--- src/design/bbom_pkg.sv ---
// shared types and constants for the box blur occlusion modulate block
package bbom_pkg;

   localparam int OCC_W       = 16;
   localparam int CH_W        = 16;
   localparam int COLOR_W     = 3 * CH_W;
   localparam int COLSUM_W    = OCC_W + 2;
   localparam int SUM_W       = OCC_W + 4;
   localparam int FW_W        = 12;
   localparam int FH_W        = 13;
   localparam int ROW_W       = 13;
   localparam int CSR_INDEX_W = 8;
   localparam int CSR_DATA_W  = 16;

   localparam int WIDTH_DEFAULT  = 640;
   localparam int HEIGHT_DEFAULT = 480;

   // floor(x / 9) as (x * RECIP) >> RECIP_SHIFT, exact for x below 2**SUM_W
   localparam int RECIP_W     = 21;
   localparam int RECIP_SHIFT = 24;
   localparam logic [RECIP_W-1:0] RECIP = RECIP_W'(1864136);

   localparam int FIFO_DEPTH = 8;
   localparam int FIFO_PTR_W = $clog2(FIFO_DEPTH);
   localparam int FIFO_CNT_W = $clog2(FIFO_DEPTH + 1);

   localparam logic [CSR_INDEX_W-1:0] REG_FRAME_WIDTH  = CSR_INDEX_W'(0);
   localparam logic [CSR_INDEX_W-1:0] REG_FRAME_HEIGHT = CSR_INDEX_W'(1);

   typedef struct packed {
      logic [CH_W-1:0] red;
      logic [CH_W-1:0] green;
      logic [CH_W-1:0] blue;
   } color_type;

   typedef struct packed {
      logic [SUM_W-1:0] sum;
      color_type        color;
      logic             frame_last;
      logic             run_last;
   } rec_type;

   typedef struct packed {
      logic [CH_W-1:0] red_out;
      logic [CH_W-1:0] green_out;
      logic [CH_W-1:0] blue_out;
      logic            frame_last;
      logic            run_last;
   } res_type;

   typedef struct packed {
      logic       hold;
      logic [2:0] inflight;
   } win_status_type;

endpackage

--- src/design/bbom_modulate.sv ---
// divide box sum by nine and scale the colour channels
module bbom_modulate (
   input  logic              clock,
   input  logic              reset,
   input  logic              rec_valid,
   input  bbom_pkg::rec_type rec,
   output logic              avg_valid,
   output logic              res_valid,
   output bbom_pkg::res_type res
);

   localparam int OW = bbom_pkg::OCC_W;
   localparam int PW = bbom_pkg::SUM_W + bbom_pkg::RECIP_W;
   localparam int MW = bbom_pkg::CH_W + OW;

   logic [PW-1:0] quot_prod;

   logic                avg_valid_ff;
   logic [OW-1:0]       avg_ff;
   bbom_pkg::color_type color_ff;
   logic                frame_last_ff;
   logic                run_last_ff;

   logic [MW-1:0] prod_r, prod_g, prod_b;

   function automatic logic [bbom_pkg::CH_W-1:0] sat_scale(input logic [MW-1:0] p);
      logic [bbom_pkg::CH_W-1:0] v;
      if (p[MW-1]) begin
         v = '1;
      end else begin
         v = p[MW-2 -: bbom_pkg::CH_W];
      end
      return v;
   endfunction

   assign quot_prod = PW'(rec.sum) * PW'(bbom_pkg::RECIP);

   always_ff @(posedge clock) begin
      if (reset) begin
         avg_valid_ff <= 1'b0;
      end else begin
         avg_valid_ff <= rec_valid;
      end
   end

   always_ff @(posedge clock) begin
      avg_ff        <= quot_prod[bbom_pkg::RECIP_SHIFT +: OW];
      color_ff      <= rec.color;
      frame_last_ff <= rec.frame_last;
      run_last_ff   <= rec.run_last;
   end

   assign prod_r = MW'(color_ff.red) * MW'(avg_ff);
   assign prod_g = MW'(color_ff.green) * MW'(avg_ff);
   assign prod_b = MW'(color_ff.blue) * MW'(avg_ff);

   always_comb begin
      res.red_out    = sat_scale(prod_r);
      res.green_out  = sat_scale(prod_g);
      res.blue_out   = sat_scale(prod_b);
      res.frame_last = frame_last_ff;
      res.run_last   = run_last_ff;
   end

   assign avg_valid = avg_valid_ff;
   assign res_valid = avg_valid_ff;

endmodule

--- config.mk ---
export PLATFORM = sky130hd
export DESIGN_NAME = bbom_modulate
export DESIGN_NICKNAME = d
export VERILOG_FILES = /design/src/design/bbom_pkg.sv /design/src/design/bbom_modulate.sv
export SDC_FILE = /design/constraint.sdc
export NUM_CORES = 2
export LEC_CHECK = 0
export ABC_AREA = 1
export BUFFER_PORTS_ARGS = -buffer_cell sky130_fd_sc_hd__buf_2
export CAP_MARGIN = 10
export CORE_UTILIZATION = 40
export DETAILED_ROUTE_END_ITERATION = 10
export HOLD_SLACK_MARGIN = 0.06
export REMOVE_ABC_BUFFERS = 1
export SYNTH_ARGS = -nofsm -noshare
export SYNTH_HDL_FRONTEND = slang
export SYNTH_SLANG_ARGS = --single-unit
--- constraint.sdc ---
create_clock -name clock -period 7 [get_ports clock]
set_input_delay 1.05 -clock clock [delete_from_list [all_inputs] [get_ports clock]]
set_output_delay 1.05 -clock clock [all_outputs]
set_load 0.05 [all_outputs]
==> results.yml <==
status:
  status: "complete, no violations"
global_route:
  grt_max_degree: 33
  gr-total-overflow: 0
  grt_usage_pct: 22.15
  grt_pass1_wl_um: 152800
  antenna_found_initial: 3
  grt_pass1_vias: 29868
routing:
  drt_pre_antenna_iters: 7
  wl_per_cell_um: 16.11
  wl_met2_um: 47110
  ant_nets: 0
  first_iter_violations: 1409
  routed_wl_um: 96040
  vias: 28747
  routed.top_layer: "met5"
  route.detailed.drc: 0
  wl_met1_um: 41590
  dr_wl_met3_um: 4815
  avgViaCountPerCell: 4.821
critical_path:
  critPathCaptureType: "output port"
  crit_buf_inv: 8
  worst-path-max-fanout: 5
  worstSetupStartpointType: "flip-flop"
  cp_data_arrival_time_ns: 5.91
  crit_family: "adder cells"
  worstSetupPathType: "flip-flop to output port"
  crit_slowest_cell: "fa_1"
  cp_data_required_time_ns: 5.95
  max_stage_delay_ns: 0.57
floorplanning:
  start_util_pct: 40.35
  ioPinCount: 125
  die_h_um: 295.1
  die_area_um2: 87060
  fp.coreArea_um2: 85150
  rows: 107
  die_w_um: 295.1
final_layout:
  nets: 5999
  utilization_pct: 48.12
  drive_above_1_share_pct: 16.66
  synthToLayoutAreaGrowth_pct: 19.28
  num-fill-cells: 8347
  antennaDiodeCount: 0
clocking:
  cts_tree: "yes"
  cts-root-buf: "clkbuf_16"
  cts_made_buffers: 9
  clkTransAtPathRegs_ns: 0.08
  hold_buffers: 0
  cts_max_level: 3
  clock_sinks: 67
  cts.path.max_buffers: 2
synth:
  ys.flop_type: "dfxtp_1"
  synth_area_um2: 34350
  synth_commonest_cells: "inv_1, nand2_1, fa_1"
  synth_top_area_share_pct: 39.10
  syn_inst: 4643
  synth_edf_count: 0
  avgSynthCellArea_um2: 7.399
  async_flop_share_pct: 0
  ys_ff_latch: 67
  ys_warn_count: 0
  ys_types: 34
  synth.most_common_cell: "inv_1"
  yosysTopAreaCell: "fa_1"
  synth_seq_area_share_pct: 3.904
  synth.area.top_cells: "fa_1, ha_1, inv_1, nand2_1, dfxtp_1"
sta:
  finalMaxSlewViolations: 0
  hold_viol: 0
  finalCritPeriodShare_pct: 99.43
  finalSetupViolCount: 0
  rsz0062_at_grt: "yes"
  timing.hold.ws_ns: 0.7386
  max_freq_mhz: 143.7
  min_period_ns: 6.960
  worstMarginPinSlew_ns: 0.9411
  max-slew-margin-rel_pct: 37.26
worst_hold_path:
  min_from: "rec[28]"
  hold_path_depth: 1
  hp-class: "input pin to flip-flop"
  worstHoldEndpoint: "color_ff[26]$_DFF_P_"
placed_design:
  gp_congestion: 0.9260
  io_buffers: 124
  dp_hpwl_um: 75190
job:
  max-cap-violations: 0
==> flip-flops by register name, summed over array words and instances (netlist names) <==
| register | flops |
|---|---|
| avg_valid | 1 |
| run_last_ff | 1 |
| avg_ff | 16 |
| color_ff | 48 |
| frame_last_ff | 1 |
==> what timing repair did <==
| action | CTS | global route |
|---|---|---|
| hold endpoints to repair | 0 | 0 |
| setup buffers | 16 | 59 |
| resized for setup | 227 | 495 |
| setup endpoints to repair | 48 | 48 |
| gates cloned | 14 | 8 |
| pin swaps | 34 | 179 |
==> how the worst max path moves through the flow <==
stage / endpoint / slack, ns / depth (start not counted) / from
CTS: res[22] / -0.02 / 25 / avg_ff[9]$_DFF_P_
floorplan: res[7] / -0.50 / 23 / avg_ff[7]$_DFF_P_
global route: res[27] / -0.18 / 26 / avg_ff[4]$_DFF_P_
detailed placement: res[7] / 0.03 / 20 / avg_ff[11]$_DFF_P_
global placement: res[32] / 0.04 / 23 / color_ff[26]$_DFF_P_
finish: res[17] / 0.04 / 26 / avg_ff[13]$_DFF_P_
==> routing by layer <==
layer / up-vias / track usage, %
li1: 13726 / -
met1: 14173 / 28.77
met2: 692 / 38.92
met3: 154 / 2.721
met4: 2 / 5.560
met5: - / 0
==> stage by stage <==
step / cells / setup slack (ns) / cell area, um^2 / setup TNS [ns]
4_1_cts: 5897 / -0.01669 / 38520 / -0.02445
5_1_grt: 5963 / -0.1755 / 40980 / -5.173
6_report: 5963 / 0.04024 / 40980 / 0
2_1_floorplan: 4467 / -0.4964 / 33640 / -0.9466
3_3_place_gp: 5851 / 0.03882 / 36860 / 0
3_5_place_dp: 5851 / 0.03047 / 36860 / 0
==> cell families after synthesis <==
kind of cell	synth area share [%]
AOI/OAI and AO/OA	3.919
and+or+nand+nor	19.50
DFF	3.904
xor gates and xnor gates	0.6629
adders and majority gates	55.16
buffers and inverters	16.85
==> cell type report <==
| type | count | area [um^2] | area share, % |
|---|---|---|---|
| Clock buffer | 10 | 229.0 | 0.5588 |
| Clock inverter | 6 | 97.59 | 0.2382 |
| Inverter | 1352 | 5082 | 12.40 |
| Multi-Input combinational cell | 3051 | 29200 | 71.27 |
| Sequential cell | 67 | 1449 | 3.536 |
| Tap cell | 1144 | 1431 | 3.493 |
| Timing Repair Buffer | 333 | 3482 | 8.498 |
==> placed cells by master, fill, tap and decap left out, types with 10 or more instances in the layout <==
master and count:
inv_1 1296, nand2_1 1155, fa_1 654, ha_1 405
nor2_1 144, buf_4 137, nand3_1 91, nand2_2 81
buf_2 76, a21oi_1 72, inv_2 53, nand2_4 53
o21ai_0 43, a21oi_2 36, buf_8 35, buf_6 33
buf_12 33, ha_4 32, nor2_2 29, nor2_4 26
nand4_1 23, dfxtp_2 23, dfxtp_1 23, dfxtp_4 21
o21ai_1 20, nor3_1 17, fa_2 17, clkbuf_16 16
xnor2_1 15, o21bai_1 14, a21o_1 13, a21oi_4 13
nand3_2 12, a31oi_1 10
Power is left out: the tool's default activity adds up to more than one toggle a clock period on the data nets, which glitch-free logic cannot reach.
